[src/sv/sensor_series_statistics_unit_macros.svh]
// ----------------------------------------------------------------------------
// Assertion macros for the sensor series statistics unit
// Immediate-consequence and next-cycle property wrappers; empty under SYNTH.
// ----------------------------------------------------------------------------
`ifndef SENSOR_SERIES_STATISTICS_UNIT_MACROS_SVH
`define SENSOR_SERIES_STATISTICS_UNIT_MACROS_SVH

`ifndef SYNTH

`define SSS_ASSERT_IMP(lbl, clk, rst_n, ante, cons) \
	lbl: assert property (@(posedge clk) disable iff (!rst_n) (ante) |-> (cons)) \
		else $error("assertion failed");

`define SSS_ASSERT_NXT(lbl, clk, rst_n, ante, cons) \
	lbl: assert property (@(posedge clk) disable iff (!rst_n) (ante) |=> (cons)) \
		else $error("assertion failed");

`else

`define SSS_ASSERT_IMP(lbl, clk, rst_n, ante, cons)

`define SSS_ASSERT_NXT(lbl, clk, rst_n, ante, cons)

`endif

`endif

[src/sv/sss_pkg.sv]
`timescale 1ns / 1ps
// ----------------------------------------------------------------------------
// sss_pkg
// Shared types and constants of the sensor series statistics unit.
// ----------------------------------------------------------------------------
package sss_pkg;

	// configuration register map
	localparam int NUM_REGS = 8;
	localparam int ADDR_W   = 5;

	localparam logic [2:0] REG_VALID_LOW      = 3'd0;
	localparam logic [2:0] REG_VALID_HIGH     = 3'd1;
	localparam logic [2:0] REG_FROST_BELOW    = 3'd2;
	localparam logic [2:0] REG_HEAT_ABOVE     = 3'd3;
	localparam logic [2:0] REG_FREEZING_LIMIT = 3'd4;
	localparam logic [2:0] REG_COOL_LIMIT     = 3'd5;
	localparam logic [2:0] REG_MILD_LIMIT     = 3'd6;
	localparam logic [2:0] REG_WARM_LIMIT     = 3'd7;

	localparam int REG_RESET [NUM_REGS] = '{-800, 800, 0, 480, 0, 240, 400, 560};

	// input kinds
	localparam logic KIND_SAMPLE = 1'b0;
	localparam logic KIND_END    = 1'b1;

	// result status codes
	localparam logic [2:0] STAT_ACCEPTED = 3'd0;
	localparam logic [2:0] STAT_RANGE    = 3'd1;
	localparam logic [2:0] STAT_FULL     = 3'd2;
	localparam logic [2:0] STAT_REPORT   = 3'd3;
	localparam logic [2:0] STAT_EMPTY    = 3'd4;

	// class limits are tried in order freezing, cool, mild, warm
	localparam logic [1:0] CLS_FIRST_IDX = 2'd0;
	localparam logic [1:0] CLS_LAST_IDX  = 2'd3;
	localparam logic [2:0] CLASS_HOT     = 3'd4;

	typedef enum logic [2:0] {
		ST_IDLE,
		ST_MUL,
		ST_CMP,
		ST_WAIT,
		ST_REPORT
	} sss_state_t;

	typedef struct packed {
		logic       sample_step;
		logic       empty_rep;
		logic       div_start;
		logic       mul;
		logic       cmp;
		logic       report;
		logic [1:0] cls_idx;
	} sss_cmd_t;

	typedef struct packed {
		logic count_zero;
		logic out_free;
		logic cls_hit;
		logic div_busy;
	} sss_sts_t;

endpackage

[src/sv/sss_regs.sv]
`timescale 1ns / 1ps
// ----------------------------------------------------------------------------
// sss_regs
// APB register file holding the window, threshold and class limit settings.
// ----------------------------------------------------------------------------
module sss_regs #(
	parameter int SAMPLE_BITS = 12
) (
	input  logic                                                clk,
	input  logic                                                arst_n,
	input  logic                                                psel,
	input  logic                                                penable,
	input  logic                                                pwrite,
	input  logic [sss_pkg::ADDR_W-1:0]                          paddr,
	input  logic [31:0]                                         pwdata,
	output logic [31:0]                                         prdata,
	output logic                                                pready,
	output logic [sss_pkg::NUM_REGS-1:0][SAMPLE_BITS-1:0]       cfg
);
	import sss_pkg::*;

	logic [NUM_REGS-1:0][SAMPLE_BITS-1:0] cfg_q;
	logic [2:0]                           idx;
	logic                                 wr_en;
	logic [SAMPLE_BITS-1:0]               rd_val;

	assign pready = 1'b1;
	assign idx    = paddr[4:2];
	assign wr_en  = psel && penable && pwrite && pready;

	always_ff @(posedge clk or negedge arst_n) begin
		if (!arst_n) begin
			for (int i = 0; i < NUM_REGS; i++) begin
				cfg_q[i] <= SAMPLE_BITS'(REG_RESET[i]);
			end
		end else if (wr_en) begin
			cfg_q[idx] <= pwdata[SAMPLE_BITS-1:0];
		end
	end

	always_comb begin
		case (idx)
			REG_VALID_LOW:      rd_val = cfg_q[REG_VALID_LOW];
			REG_VALID_HIGH:     rd_val = cfg_q[REG_VALID_HIGH];
			REG_FROST_BELOW:    rd_val = cfg_q[REG_FROST_BELOW];
			REG_HEAT_ABOVE:     rd_val = cfg_q[REG_HEAT_ABOVE];
			REG_FREEZING_LIMIT: rd_val = cfg_q[REG_FREEZING_LIMIT];
			REG_COOL_LIMIT:     rd_val = cfg_q[REG_COOL_LIMIT];
			REG_MILD_LIMIT:     rd_val = cfg_q[REG_MILD_LIMIT];
			REG_WARM_LIMIT:     rd_val = cfg_q[REG_WARM_LIMIT];
			default:            rd_val = '0;
		endcase
	end

	// registers read back sign-extended
	assign prdata = 32'($signed(rd_val));
	assign cfg    = cfg_q;

endmodule

[src/sv/sss_div.sv]
`timescale 1ns / 1ps
// ----------------------------------------------------------------------------
// sss_div
// Unsigned restoring divider, one quotient bit per cycle.
// ----------------------------------------------------------------------------
module sss_div #(
	parameter int DIVIDEND_W = 28,
	parameter int DIVISOR_W  = 16
) (
	input  logic                  clk,
	input  logic                  arst_n,
	input  logic                  start,
	input  logic [DIVIDEND_W-1:0] dividend,
	input  logic [DIVISOR_W-1:0]  divisor,
	output logic [DIVIDEND_W-1:0] quotient,
	output logic                  busy
);
	localparam int CNT_W = $clog2(DIVIDEND_W + 1);

	logic                  busy_q;
	logic [CNT_W-1:0]      cnt_q;
	logic [DIVISOR_W-1:0]  rem_q;
	logic [DIVIDEND_W-1:0] quo_q;
	logic [DIVISOR_W-1:0]  dvs_q;
	logic [DIVISOR_W:0]    trial;
	logic [DIVISOR_W:0]    diff;
	logic                  ge;

	assign trial = {rem_q, quo_q[DIVIDEND_W-1]};
	assign diff  = trial - {1'b0, dvs_q};
	assign ge    = trial >= {1'b0, dvs_q};

	always_ff @(posedge clk or negedge arst_n) begin
		if (!arst_n) begin
			busy_q <= 1'b0;
			cnt_q  <= '0;
		end else if (start) begin
			busy_q <= 1'b1;
			cnt_q  <= CNT_W'(DIVIDEND_W);
		end else if (busy_q) begin
			cnt_q <= cnt_q - 1'b1;
			if (cnt_q == CNT_W'(1)) begin
				busy_q <= 1'b0;
			end
		end
	end

	always_ff @(posedge clk) begin
		if (start) begin
			rem_q <= '0;
			quo_q <= dividend;
			dvs_q <= divisor;
		end else if (busy_q) begin
			// remainder stays below the divisor, so the top trial bit drops out
			rem_q <= ge ? diff[DIVISOR_W-1:0] : trial[DIVISOR_W-1:0];
			quo_q <= {quo_q[DIVIDEND_W-2:0], ge};
		end
	end

	assign quotient = quo_q;
	assign busy     = busy_q;

endmodule

[src/sv/sss_ctrl.sv]
`timescale 1ns / 1ps
// ----------------------------------------------------------------------------
// sss_ctrl
// Sequencer: takes input words, steps the class compares, waits on the
// divider and releases the report.
// ----------------------------------------------------------------------------
module sss_ctrl (
	input  logic              clk,
	input  logic              arst_n,
	input  logic              s_tvalid,
	input  logic              kind,
	output logic              s_tready,
	input  sss_pkg::sss_sts_t sts,
	output sss_pkg::sss_cmd_t cmd
);
	import sss_pkg::*;

	sss_state_t state_q;
	sss_state_t state_d;
	logic [1:0] cls_idx_q;
	logic       accept;
	logic       cls_done;

	assign accept   = s_tvalid && s_tready;
	assign cls_done = sts.cls_hit || (cls_idx_q == CLS_LAST_IDX);

	always_comb begin
		state_d = state_q;
		case (state_q)
			ST_IDLE: begin
				if (accept && (kind == KIND_END) && !sts.count_zero) begin
					state_d = ST_MUL;
				end
			end
			ST_MUL: begin
				state_d = ST_CMP;
			end
			ST_CMP: begin
				state_d = cls_done ? ST_WAIT : ST_MUL;
			end
			ST_WAIT: begin
				if (!sts.div_busy) begin
					state_d = ST_REPORT;
				end
			end
			ST_REPORT: begin
				if (sts.out_free) begin
					state_d = ST_IDLE;
				end
			end
			default: begin
				state_d = ST_IDLE;
			end
		endcase
	end

	always_comb begin
		s_tready        = 1'b0;
		cmd             = '0;
		cmd.cls_idx     = cls_idx_q;
		case (state_q)
			ST_IDLE: begin
				s_tready        = sts.out_free;
				cmd.sample_step = accept && (kind == KIND_SAMPLE);
				cmd.empty_rep   = accept && (kind == KIND_END) && sts.count_zero;
				cmd.div_start   = accept && (kind == KIND_END) && !sts.count_zero;
			end
			ST_MUL: begin
				cmd.mul = 1'b1;
			end
			ST_CMP: begin
				cmd.cmp = 1'b1;
			end
			ST_WAIT: begin
				s_tready = 1'b0;
			end
			ST_REPORT: begin
				cmd.report = sts.out_free;
			end
			default: begin
				s_tready = 1'b0;
			end
		endcase
	end

	always_ff @(posedge clk or negedge arst_n) begin
		if (!arst_n) begin
			state_q   <= ST_IDLE;
			cls_idx_q <= CLS_FIRST_IDX;
		end else begin
			state_q <= state_d;
			if (state_q == ST_IDLE) begin
				cls_idx_q <= CLS_FIRST_IDX;
			end else if ((state_q == ST_CMP) && !cls_done) begin
				cls_idx_q <= cls_idx_q + 1'b1;
			end
		end
	end

endmodule

[src/sv/sss_dp.sv]
`timescale 1ns / 1ps
// ----------------------------------------------------------------------------
// sss_dp
// Datapath: running statistics, class multiply-compare, mean divider and
// the output word register.
// ----------------------------------------------------------------------------
module sss_dp #(
	parameter int SAMPLE_BITS = 12,
	parameter int COUNT_BITS  = 16
) (
	input  logic                                          clk,
	input  logic                                          arst_n,
	input  sss_pkg::sss_cmd_t                             cmd,
	output sss_pkg::sss_sts_t                             sts,
	input  logic [SAMPLE_BITS-1:0]                        sample,
	input  logic [sss_pkg::NUM_REGS-1:0][SAMPLE_BITS-1:0] cfg,
	input  logic                                          m_tready,
	output logic                                          out_valid,
	output logic [2:0]                                    out_status,
	output logic [COUNT_BITS-1:0]                         out_count,
	output logic [SAMPLE_BITS-1:0]                        out_mean,
	output logic [SAMPLE_BITS-1:0]                        out_max,
	output logic [SAMPLE_BITS-1:0]                        out_min,
	output logic [COUNT_BITS-1:0]                         out_frost,
	output logic [COUNT_BITS-1:0]                         out_heat,
	output logic [SAMPLE_BITS-1:0]                        out_span,
	output logic [SAMPLE_BITS-1:0]                        out_rise,
	output logic [2:0]                                    out_class
);
	import sss_pkg::*;

	localparam int SUM_W  = SAMPLE_BITS + COUNT_BITS;
	localparam int PROD_W = SUM_W + 1;

	// running statistics
	logic [SUM_W-1:0]       sum_q;
	logic [COUNT_BITS-1:0]  count_q;
	logic [SAMPLE_BITS-1:0] max_q;
	logic [SAMPLE_BITS-1:0] min_q;
	logic [COUNT_BITS-1:0]  frost_q;
	logic [COUNT_BITS-1:0]  heat_q;
	logic [SAMPLE_BITS-1:0] best_q;
	logic [SAMPLE_BITS-1:0] prev_q;
	logic                   have_prev_q;

	logic signed [SAMPLE_BITS-1:0] smp;
	logic                          in_window;
	logic                          cnt_full;
	logic                          take;
	logic [COUNT_BITS-1:0]         count_inc;
	logic signed [SAMPLE_BITS:0]   rise_d;
	logic                          rise_gt;
	logic                          clear;

	// class compare
	logic signed [SAMPLE_BITS-1:0] limit_sel;
	logic signed [PROD_W-1:0]      prod_q;
	logic signed [PROD_W-1:0]      sum_ext;
	logic                          hit;
	logic [2:0]                    cls_q;

	// mean
	logic                   sum_neg;
	logic [SUM_W-1:0]       sum_mag;
	logic [SUM_W-1:0]       quot;
	logic                   div_busy;
	logic [SUM_W-1:0]       mean_full;

	logic out_valid_q;
	logic out_free;

	assign smp       = $signed(sample);
	assign in_window = (smp >= $signed(cfg[REG_VALID_LOW])) &&
	                   (smp <= $signed(cfg[REG_VALID_HIGH]));
	assign cnt_full  = &count_q;
	assign take      = cmd.sample_step && in_window && !cnt_full;
	assign count_inc = count_q + 1'b1;
	assign rise_d    = $signed({smp[SAMPLE_BITS-1], smp}) -
	                   $signed({prev_q[SAMPLE_BITS-1], prev_q});
	assign rise_gt   = have_prev_q && !rise_d[SAMPLE_BITS] &&
	                   (rise_d[SAMPLE_BITS-1:0] > best_q);
	assign clear     = cmd.report || cmd.empty_rep;

	always_ff @(posedge clk or negedge arst_n) begin
		if (!arst_n) begin
			sum_q       <= '0;
			count_q     <= '0;
			max_q       <= {1'b1, {(SAMPLE_BITS-1){1'b0}}};
			min_q       <= {1'b0, {(SAMPLE_BITS-1){1'b1}}};
			frost_q     <= '0;
			heat_q      <= '0;
			best_q      <= '0;
			prev_q      <= '0;
			have_prev_q <= 1'b0;
		end else if (clear) begin
			sum_q       <= '0;
			count_q     <= '0;
			max_q       <= {1'b1, {(SAMPLE_BITS-1){1'b0}}};
			min_q       <= {1'b0, {(SAMPLE_BITS-1){1'b1}}};
			frost_q     <= '0;
			heat_q      <= '0;
			best_q      <= '0;
			prev_q      <= '0;
			have_prev_q <= 1'b0;
		end else if (take) begin
			sum_q   <= sum_q + {{COUNT_BITS{smp[SAMPLE_BITS-1]}}, smp};
			count_q <= count_inc;
			if (smp > $signed(max_q)) begin
				max_q <= smp;
			end
			if (smp < $signed(min_q)) begin
				min_q <= smp;
			end
			if (smp < $signed(cfg[REG_FROST_BELOW])) begin
				frost_q <= frost_q + 1'b1;
			end
			if (smp > $signed(cfg[REG_HEAT_ABOVE])) begin
				heat_q <= heat_q + 1'b1;
			end
			if (rise_gt) begin
				best_q <= rise_d[SAMPLE_BITS-1:0];
			end
			prev_q      <= smp;
			have_prev_q <= 1'b1;
		end
	end

	// class: exact quotient against each limit, sum < limit*n then sum <= limit*n
	always_comb begin
		case (cmd.cls_idx)
			2'd0:    limit_sel = $signed(cfg[REG_FREEZING_LIMIT]);
			2'd1:    limit_sel = $signed(cfg[REG_COOL_LIMIT]);
			2'd2:    limit_sel = $signed(cfg[REG_MILD_LIMIT]);
			2'd3:    limit_sel = $signed(cfg[REG_WARM_LIMIT]);
			default: limit_sel = $signed(cfg[REG_WARM_LIMIT]);
		endcase
	end

	assign sum_ext = $signed({sum_q[SUM_W-1], sum_q});
	assign hit     = (cmd.cls_idx == CLS_FIRST_IDX) ? (sum_ext < prod_q) : (sum_ext <= prod_q);

	always_ff @(posedge clk) begin
		if (cmd.mul) begin
			prod_q <= limit_sel * $signed({1'b0, count_q});
		end
		if (cmd.cmp) begin
			cls_q <= hit ? {1'b0, cmd.cls_idx} : CLASS_HOT;
		end
	end

	assign sum_neg = sum_q[SUM_W-1];
	assign sum_mag = sum_neg ? (~sum_q + 1'b1) : sum_q;

	sss_div #(
		.DIVIDEND_W(SUM_W),
		.DIVISOR_W (COUNT_BITS)
	) u_div (
		.clk      (clk),
		.arst_n   (arst_n),
		.start    (cmd.div_start),
		.dividend (sum_mag),
		.divisor  (count_q),
		.quotient (quot),
		.busy     (div_busy)
	);

	assign mean_full = sum_neg ? (~quot + 1'b1) : quot;

	// output word register
	assign out_free = !out_valid_q || m_tready;

	always_ff @(posedge clk or negedge arst_n) begin
		if (!arst_n) begin
			out_valid_q <= 1'b0;
		end else if (cmd.sample_step || clear) begin
			out_valid_q <= 1'b1;
		end else if (m_tready) begin
			out_valid_q <= 1'b0;
		end
	end

	always_ff @(posedge clk) begin
		if (cmd.sample_step) begin
			if (!in_window) begin
				out_status <= STAT_RANGE;
			end else if (cnt_full) begin
				out_status <= STAT_FULL;
			end else begin
				out_status <= STAT_ACCEPTED;
			end
			out_count <= take ? count_inc : count_q;
			out_mean  <= '0;
			out_max   <= '0;
			out_min   <= '0;
			out_frost <= '0;
			out_heat  <= '0;
			out_span  <= '0;
			out_rise  <= '0;
			out_class <= '0;
		end else if (cmd.empty_rep) begin
			out_status <= STAT_EMPTY;
			out_count  <= '0;
			out_mean   <= '0;
			out_max    <= '0;
			out_min    <= '0;
			out_frost  <= '0;
			out_heat   <= '0;
			out_span   <= '0;
			out_rise   <= '0;
			out_class  <= '0;
		end else if (cmd.report) begin
			out_status <= STAT_REPORT;
			out_count  <= count_q;
			out_mean   <= mean_full[SAMPLE_BITS-1:0];
			out_max    <= max_q;
			out_min    <= min_q;
			out_frost  <= frost_q;
			out_heat   <= heat_q;
			out_span   <= max_q - min_q;
			out_rise   <= best_q;
			out_class  <= cls_q;
		end
	end

	assign out_valid      = out_valid_q;
	assign sts.count_zero = (count_q == '0);
	assign sts.out_free   = out_free;
	assign sts.cls_hit    = hit;
	assign sts.div_busy   = div_busy;

endmodule

[src/sv/sensor_series_statistics_unit.sv]
`timescale 1ns / 1ps
// ----------------------------------------------------------------------------
// sensor_series_statistics_unit
// Windowed running min/max/mean statistics over a temperature sample series.
// ----------------------------------------------------------------------------
// Every input word yields exactly one result word. A sample word is answered
// from the result register in the cycle after it is taken, so samples stream
// at one per cycle while the output side keeps up; the result register lets
// the next word in while the last result is still being taken. An
// end-of-series word with no accepted samples is answered the same way. An
// end word with samples starts the bit-serial mean divider, which gives one
// quotient bit per cycle, and its report waits until the divider is done; the
// class decision runs meanwhile on the shared limit multiplier. No input is
// taken until that report has been loaded.
`include "sensor_series_statistics_unit_macros.svh"

module sensor_series_statistics_unit #(
	parameter int SAMPLE_BITS = 12,
	parameter int COUNT_BITS  = 16
) (
	input  logic                                      clk,
	input  logic                                      arst_n,
	// configuration
	input  logic                                      psel,
	input  logic                                      penable,
	input  logic                                      pwrite,
	input  logic [sss_pkg::ADDR_W-1:0]                paddr,
	input  logic [31:0]                               pwdata,
	output logic [31:0]                               prdata,
	output logic                                      pready,
	// input stream
	input  logic                                      s_tvalid,
	output logic                                      s_tready,
	input  logic [((SAMPLE_BITS+7)/8)*8-1:0]          s_tdata,  // sample
	input  logic                                      s_tuser,  // kind
	// result stream
	output logic                                      m_tvalid,
	input  logic                                      m_tready,
	// valid_count, mean_value, max_value, min_value, frost_count,
	// heat_count, span, max_rise, weather_class
	output logic [((3*COUNT_BITS+5*SAMPLE_BITS+3+7)/8)*8-1:0] m_tdata,
	output logic [2:0]                                m_tuser   // status
);
	import sss_pkg::*;

	localparam int OUT_RAW_W  = 3*COUNT_BITS + 5*SAMPLE_BITS + 3;
	localparam int OUT_DATA_W = ((OUT_RAW_W + 7) / 8) * 8;

	logic [NUM_REGS-1:0][SAMPLE_BITS-1:0] cfg;
	sss_cmd_t                             cmd;
	sss_sts_t                             sts;

	logic [2:0]             out_status;
	logic [COUNT_BITS-1:0]  out_count;
	logic [SAMPLE_BITS-1:0] out_mean;
	logic [SAMPLE_BITS-1:0] out_max;
	logic [SAMPLE_BITS-1:0] out_min;
	logic [COUNT_BITS-1:0]  out_frost;
	logic [COUNT_BITS-1:0]  out_heat;
	logic [SAMPLE_BITS-1:0] out_span;
	logic [SAMPLE_BITS-1:0] out_rise;
	logic [2:0]             out_class;

	sss_regs #(
		.SAMPLE_BITS(SAMPLE_BITS)
	) u_regs (
		.clk     (clk),
		.arst_n  (arst_n),
		.psel    (psel),
		.penable (penable),
		.pwrite  (pwrite),
		.paddr   (paddr),
		.pwdata  (pwdata),
		.prdata  (prdata),
		.pready  (pready),
		.cfg     (cfg)
	);

	sss_ctrl u_ctrl (
		.clk      (clk),
		.arst_n   (arst_n),
		.s_tvalid (s_tvalid),
		.kind     (s_tuser),
		.s_tready (s_tready),
		.sts      (sts),
		.cmd      (cmd)
	);

	sss_dp #(
		.SAMPLE_BITS(SAMPLE_BITS),
		.COUNT_BITS (COUNT_BITS)
	) u_dp (
		.clk        (clk),
		.arst_n     (arst_n),
		.cmd        (cmd),
		.sts        (sts),
		.sample     (s_tdata[SAMPLE_BITS-1:0]),
		.cfg        (cfg),
		.m_tready   (m_tready),
		.out_valid  (m_tvalid),
		.out_status (out_status),
		.out_count  (out_count),
		.out_mean   (out_mean),
		.out_max    (out_max),
		.out_min    (out_min),
		.out_frost  (out_frost),
		.out_heat   (out_heat),
		.out_span   (out_span),
		.out_rise   (out_rise),
		.out_class  (out_class)
	);

	assign m_tuser = out_status;
	assign m_tdata = OUT_DATA_W'({out_class, out_rise, out_span, out_heat, out_frost,
	                             out_min, out_max, out_mean, out_count});

	// input is only taken when the result register has room
	`SSS_ASSERT_IMP(a_ready_room, clk, arst_n, s_tready, sts.out_free)
	// a sample word is answered on the next cycle
	`SSS_ASSERT_NXT(a_sample_answer, clk, arst_n, s_tvalid && s_tready && !s_tuser, m_tvalid)
	// an end word either reports at once or holds off input while it works
	`SSS_ASSERT_NXT(a_end_hold, clk, arst_n, s_tvalid && s_tready && s_tuser, m_tvalid || !s_tready)
	// the mean is never latched while the divider is still running
	`SSS_ASSERT_IMP(a_report_div_done, clk, arst_n, cmd.report, !sts.div_busy)

endmodule

[config.mk]
export PLATFORM = sky130hd
export DESIGN_NAME = sensor_series_statistics_unit
export DESIGN_NICKNAME = d
export VERILOG_FILES = /design/src/sv/sss_pkg.sv /design/src/sv/sss_regs.sv /design/src/sv/sss_div.sv /design/src/sv/sss_ctrl.sv /design/src/sv/sss_dp.sv /design/src/sv/sensor_series_statistics_unit.sv
export VERILOG_INCLUDE_DIRS = /design/src /design/src/sv
export SDC_FILE = /design/constraint.sdc
export NUM_CORES = 1
export LEC_CHECK = 0
export BUFFER_PORTS_ARGS = -buffer_cell sky130_fd_sc_hd__buf_2
export CAP_MARGIN = 20
export CORE_ASPECT_RATIO = 0.5
export CORE_MARGIN = 2
export CORE_UTILIZATION = 58
export CTS_BUF_LIST = sky130_fd_sc_hd__clkbuf_4
export CTS_CLUSTER_SIZE = 25
export DETAILED_ROUTE_END_ITERATION = 6
export PLACE_DENSITY = 0.78
export SLEW_MARGIN = 10
export SYNTH_ARGS = -nofsm -noshare
export SYNTH_HDL_FRONTEND = slang
export SYNTH_SLANG_ARGS = --single-unit
[constraint.sdc]
create_clock -name clk -period 6.5 [get_ports clk]
set_input_delay 1.3 -clock clk [delete_from_list [all_inputs] [get_ports clk]]
set_output_delay 1.3 -clock clk [all_outputs]
set_load 0.02 [all_outputs]
# --- Word-level counts from Yosys, hierarchy flattened ---
# Index checks and enable logic that the tools add are counted.
word_totals:
  regBits: 439
  n_memories: 0
  mem_bits_rw: 0
  latch_bits: 0
  out_inout_bits: 150
  mem_bits_ro: 0
classes:
  bitwise_logic: 3
  multipliers: 1
  muxes: 62
  eq_ne: 18
  div: 0
  n_lt_le_gt_ge: 12
  n_reduce_logical: 45
  shifts: 0
  n_addsub: 11
ops:
  columns: ["cell", "count"]
  rows:
  - ["16-bit 2-to-1 mux", 12]
  - ["12-bit 2-to-1 mux", 13]
  - ["28-bit 2-to-1 mux", 5]
  - ["96-bit bitwise mux", 1]
  - ["12-bit case mux with 8 select lines", 1]
  - ["16-bit by 1-bit adder with 16-bit output, second input constant", 3]
  - ["12-bit case mux with 4 select lines", 1]
  - ["12-bit demux with 3-bit select", 1]
  - ["12-bit greater-than comparator", 3]
  - ["28-bit by 29-bit <= comparator with 1-bit output", 1]
  - ["28-bit by 29-bit < comparator with 1-bit output", 1]
  - ["12-bit by 17-bit multiplier with 29-bit output", 1]
  - ["28-bit by 1-bit adder with 28-bit output, second input constant", 1]
  - ["28-bit adder", 1]
  - ["28-bit NOT", 1]
  - ["3-bit 2-to-1 mux", 9]
  - ["12-bit < comparator", 2]
  - ["2-bit nonzero test", 9]
  - ["17-bit by 16-bit >= comparator with 1-bit output", 1]
  - ["16-bit zero test", 1]
  - ["16-bit AND reduction", 1]
  - ["16-bit subtractor", 1]
  - ["3-bit == test, second input constant", 5]
  - ["3-bit case mux with 5 select lines", 1]
  - ["30 further kinds", 76]

# --- Logic depth before layout (Yosys ltp) ---
depth:
  ltp_word: 11
  depth_mapped: 27
  mapped_depth_nobuf: 25

# --- By module ---
# From an unflattened synthesis, not the netlist that was laid out.
unflattened:
  cells_unflattened: 3179
  area_unflattened_um2: 31071.0
by_module_without_submodules:
  columns: ["mod", "area_per_inst_um2", "cells_each", "n_inst"]
  rows:
  - ["sss_dp", 22569.1, 2501, 1]
  - ["sss_regs", 4674.5, 340, 1]
  - ["sss_div", 3462.1, 298, 1]
  - ["sss_ctrl", 354.1, 38, 1]
  - ["sensor_series_statistics_unit", 11.3, 2, 1]

# --- Worst setup path after synthesis ---
# Ideal clock, no wire load.
synth_path:
  path_type: "reg2reg"
  start: "register u_ctrl.cls_idx_q[0]"
  end: "register u_dp.prod_q[28], data pin"
  setup_ns: 0.262
  path_stages_with_launch: 26
  required_ns: 6.238
  arrival_ns: 6.433
  slack_ns: -0.195
  path_buffers: 2
  period_less_slack_ns: 6.695
  cell_sequence: "dfrtp_1 -> inv_1 -> ha_1 -> clkinv_1 -> buf_1 -> mux2i_1 -> clkbuf_1 -> nand2_1 -> fa_1 -> inv_1 -> fa_1 -> fa_1 -> fa_1 -> inv_1 -> fa_1 -> inv_1 -> ha_1 -> a21oi_1 -> nand2_1 -> a22oi_1 -> nor3_1 -> a211oi_1 -> a21oi_1 -> a211o_1 -> a21oi_1 -> xor2_1"
synth_between:
  elab_chain_len: 3
synth_lines:
  columns: ["item", "line_no", "text"]
  rows:
  - ["start, declared", "sss_ctrl.sv:20", "logic [1:0] cls_idx_q;"]
  - ["start signal, assigned", "sss_ctrl.sv:95", "cls_idx_q <= cls_idx_q + 1'b1;"]
  - ["2-bit == test (tied with other cells)", "sss_dp.sv:130", "case (cmd.cls_idx)"]
  - ["12-bit case mux with 4 select lines *", "sss_dp.sv:130", null]
  - ["12-bit by 17-bit multiplier with 29-bit output *", "sss_dp.sv:144", "prod_q <= limit_sel * $signed({1'b0, count_q});"]
  - ["end signal, assigned", "sss_dp.sv:144", null]
  - ["end, declared", "sss_dp.sv:57", "logic signed [PROD_W-1:0] prod_q;"]
# Mark *: on every way between the ends. The rest lies on a longest branch, timed or not.
# A chain may end at the register's enable or synchronous reset.

# --- Final worst setup path ---
layout_path:
  start: "register u_ctrl.cls_idx_q[0]"
  end: "register u_dp.prod_q[23], data pin"
# Same word-level chain as after synthesis.

==> results.json <==
{
  "gp_congestion": 0.936,
  "num_io_pins": 211,
  "final-setup-viol-count": 8,
  "antenna_found_initial": 2,
  "critPathSlowestCell": "a222oi_1",
  "areaGrowthSynthToFinish_pct": 14.2,
  "grtUsageTotal_pct": 29.4,
  "outcome": "finished with violations",
  "synthDistinctLibCells": 82,
  "cpMostUsedCell": "fa_1",
  "synth.ff_latch_count": 439,
  "route.detailed.drc": 0,
  "avgSynthCellArea_um2": 9.27,
  "worstSetupEndpointType": "register",
  "clock_latency_ps": 850,
  "cp.arrival_ps": 7210,
  "cts-root-buf": "clkbuf_4",
  "slew_headroom_pct": 28.7,
  "worstHoldPathCells": 2,
  "cts_buffer_depth": 3,
  "post-dp-hpwl_mm": 59.2,
  "regArea_um2": 11000,
  "finalCriticalPeriod_ps": 6630,
  "violations": "negative setup slack",
  "dieHeight_um": 167,
  "critPathLaunchType": "register",
  "max_stage_delay_ps": 620,
  "async_reset_ff_share_pct": 53.1,
  "ys_warn_count": 0,
  "rsz0062_at_grt": "true",
  "dpl-instance-area_um2": 33000,
  "routed_via_density": 5.88,
  "tritoncts": "yes",
  "critical_path.startpoint": "u_ctrl.cls_idx_q[0]$_DFFE_PN0P_",
  "grt_pass1_vias": 24900,
  "rows": 59,
  "grt_max_degree": 121,
  "layout.cells.non_filler": 4395,
  "drt_iter0_drc": 2664,
  "crit_chain": "inv_2 -> ha_4 -> a222oi_1 -> mux2i_4 -> buf_12 -> and2_4 -> fa_1 -> fa_1 -> fa_1 -> fa_1 -> inv_2 -> fa_1 -> inv_2 -> ha_4 -> a21oi_4 -> o21ai_4 -> nor3_4 -> a211oi_2 -> o21a_1 -> o21ai_2 -> buf_4 -> nand2b_1 -> a21oi_2 -> xnor2_1",
  "critPathMaxFanout": 7,
  "dr_total_vias": 25900,
  "crit_type": "reg -> reg",
  "syn_inst": 3337,
  "cts.clk_slew.worst_paths_ps": 80,
  "cts_buffers": 102,
  "regToRegSetupSlack_ps": -130,
  "total_power_mw": 16.4,
  "grt_overflow": 0,
  "ys.flop_type": "dfrtp_1",
  "leakagePower_nw": 16.7,
  "synth_nets": 3816,
  "drtPass1Iterations": 6,
  "ant_nets": 0,
  "p_per_area_nw_per_um2": 464,
  "grt_pass1_wl_mm": 130,
  "drive_gt1_share_pct": 20.5,
  "max_freq_mhz": 151,
  "synth_area_um2": 30900,
  "htreeDepth": 3,
  "fin_ws_ps": -129,
  "r2r_end": "u_dp.prod_q[23]$_DFFE_PN_",
  "hold_viol": 0,
  "cts_hold_buf": 0,
  "max-cap-violations": 0,
  "min_path_type": "reg -> reg",
  "fin_crit_sh_pct": 102,
  "die_area_um2": 55300,
  "drv_slew": 0,
  "fin_nets": 4084,
  "clock_sinks": 439,
  "die_w_um": 331,
  "worst_pin_slew_ps": 1070,
  "fin_worst_skew_ps": 43.0,
  "dp.cells": 4171,
  "routedWlPerCell_um": 18.9,
  "r2r-start": "u_ctrl.cls_idx_q[0]$_DFFE_PN0P_",
  "multiInputGateArea_um2": 18300,
  "wirelength_mm": 83.3,
  "reg2reg_depth": 24,
  "timing.critical_path.to": "u_dp.prod_q[23]$_DFFE_PN_",
  "fin_util_pct": 67.5,
  "synth_seq_area_share_pct": 35.4,
  "n_fill_cell": 3903,
  "ir_worst_vdd_mv": 0.299,
  "cp.required_ps": 7080,
  "io_buffers": 182,
  "core_area_um2": 52300,
  "post-place-ws_ps": -284,
  "start_util_pct": 59.1,
  "synth_edf_count": 95,
  "final_area_um2": 35300
}
[cell usage after synthesis, types with 60 or more instances]
library cell,number,share of area (%)
nand2_1,468,5.7
inv_1,399,4.8
ha_1,273,11
a21oi_1,204,3.3
dfrtp_1,199,16
o21ai_0,186,3.0
fa_1,145,9.4
nor2_1,145,1.8
clkbuf_1,115,1.4
dfxtp_1,111,7.2
edfxtp_1,95,9.2
and2_1,82,1.7
xnor2_1,75,2.1
nand3_1,73,1.2
mux2_2,60,2.2
[per-layer routing]
layer  wire (um)  vias to the layer above  part of all wire [%]  track usage, %
li1            -                    11900                     -               -
met1       35200                    12700                    42            41.3
met2       39200                     1024                    47            47.2
met3        6980                      176                   8.4            5.12
met4        1940                        0                   2.3            7.63
met5           0                        -                     0               0
[layout by cell type, fill, tap and decap left out, types with 16 or more instances in the layout]
cell,instances
nand2b_1,20
mux2_2,60
xnor2_1,75
nand3_1,71
dfstp_2,34
and2_1,77
inv_1,380
nand4_1,48
ha_4,16
mux2i_1,39
a211oi_1,17
nor2b_1,25
a21oi_1,190
nor3_1,44
dfrtp_1,197
ha_1,255
a21o_1,50
nand2_1,458
clkinv_1,20
nor4_1,21
buf_4,116
xor2_1,59
o21ai_0,178
fa_1,134
buf_2,181
dfxtp_1,111
clkbuf_4,157
nor2_1,143
edfxtp_1,95
o31ai_1,30
inv_2,22
[cell families (layout without fill, tap and decap cells)]
kind of cell               count (synthesis)  count (layout)  share of synthesized area [%]
AOI/OAI and AO/OA                        648             648                           13.0
DFF                                      439             439                           35.4
adders and majority gates                418             418                           20.4
muxes                                    125             125                           4.98
buffers and inverters                    567             921                           7.28
xor gates and xnor gates                 134             134                           3.80
other                                      2               5                         0.0243
and+or+nand+nor                         1004            1004                           15.1
[registers in the layout, indices dropped and copies added (netlist names), 16 cells and up]
name / flops
u_regs.cfg: 96
u_dp.prod_q: 29
u_dp.sum_q: 28
u_dp.u_div.quotient: 28
u_dp.count_q: 16
u_dp.frost_q: 16
u_dp.heat_q: 16
u_dp.out_count: 16
u_dp.out_frost: 16
u_dp.out_heat: 16
u_dp.u_div.dvs_q: 16
u_dp.u_div.rem_q: 16
[worst min path at each step]
stage | start | slack, ps | to
2_1_floorplan | u_dp.count_q[2]$_DFF_PN0_ | 420 | u_dp.u_div.dvs_q[2]$_DFFE_PP_
3_3_place_gp | u_dp.u_div.rem_q[15]$_SDFFE_PP0P_ | 440 | u_dp.u_div.rem_q[15]$_SDFFE_PP0P_
3_5_place_dp | u_dp.out_rise[2]$_SDFFE_PP0P_ | 440 | u_dp.out_rise[2]$_SDFFE_PP0P_
4_1_cts | u_dp.out_rise[0]$_SDFFE_PP0P_ | 450 | u_dp.out_rise[0]$_SDFFE_PP0P_
6_report | u_dp.out_rise[0]$_SDFFE_PP0P_ | 450 | u_dp.out_rise[0]$_SDFFE_PP0P_
5_1_grt | u_dp.out_rise[0]$_SDFFE_PP0P_ | 470 | u_dp.out_rise[0]$_SDFFE_PP0P_
[stage by stage]
| stage | setup TNS [ps] | hold slack, ps |
|---|---|---|
| global route | -2140 | 472 |
| CTS | 0 | 453 |
| global placement | -500 | 439 |
| finish | -587 | 452 |
| detailed placement | -1350 | 443 |
| floorplan | 0 | 420 |
[timing repair]
action,CTS,global route
endpoints found under the setup margin,7,10
buffers inserted,3,25
pin swaps,11,105
gates resized for setup,29,124
gates cloned,1,2
[worst max-delay path: cells and delay by family, from the launching register on]
kind	cells	cell delay (ps)
AO/OA/AOI/OAI	7	1560
XOR/XNOR	1	90
adder cells (fa/ha/maj)	7	2920
buffers and inverters	5	540
flip-flops	1	460
multiplexers	1	340
AND/OR/NAND/NOR	3	460
[cell type report]
class                           count  share of cell area [%]
Sequential cell                   439                    31.0
Antenna cell                        3                  0.0213
Clock buffer                      157                    3.34
Tap cell                          701                    2.48
Multi-Input combinational cell   2331                    51.8
Inverter                          401                    4.28
Clock inverter                     33                   0.489
Timing Repair Buffer              330                    6.53
[where the power goes]
part	switching [mW]	internal (mW)	leakage, nW
clock network	1.15	1.15	0.803
registers	0.733	3.86	4.72
logic	5.33	4.15	11.1
total	7.22	9.16	16.7
No activity file was read; power rests on OpenSTA's default activity.
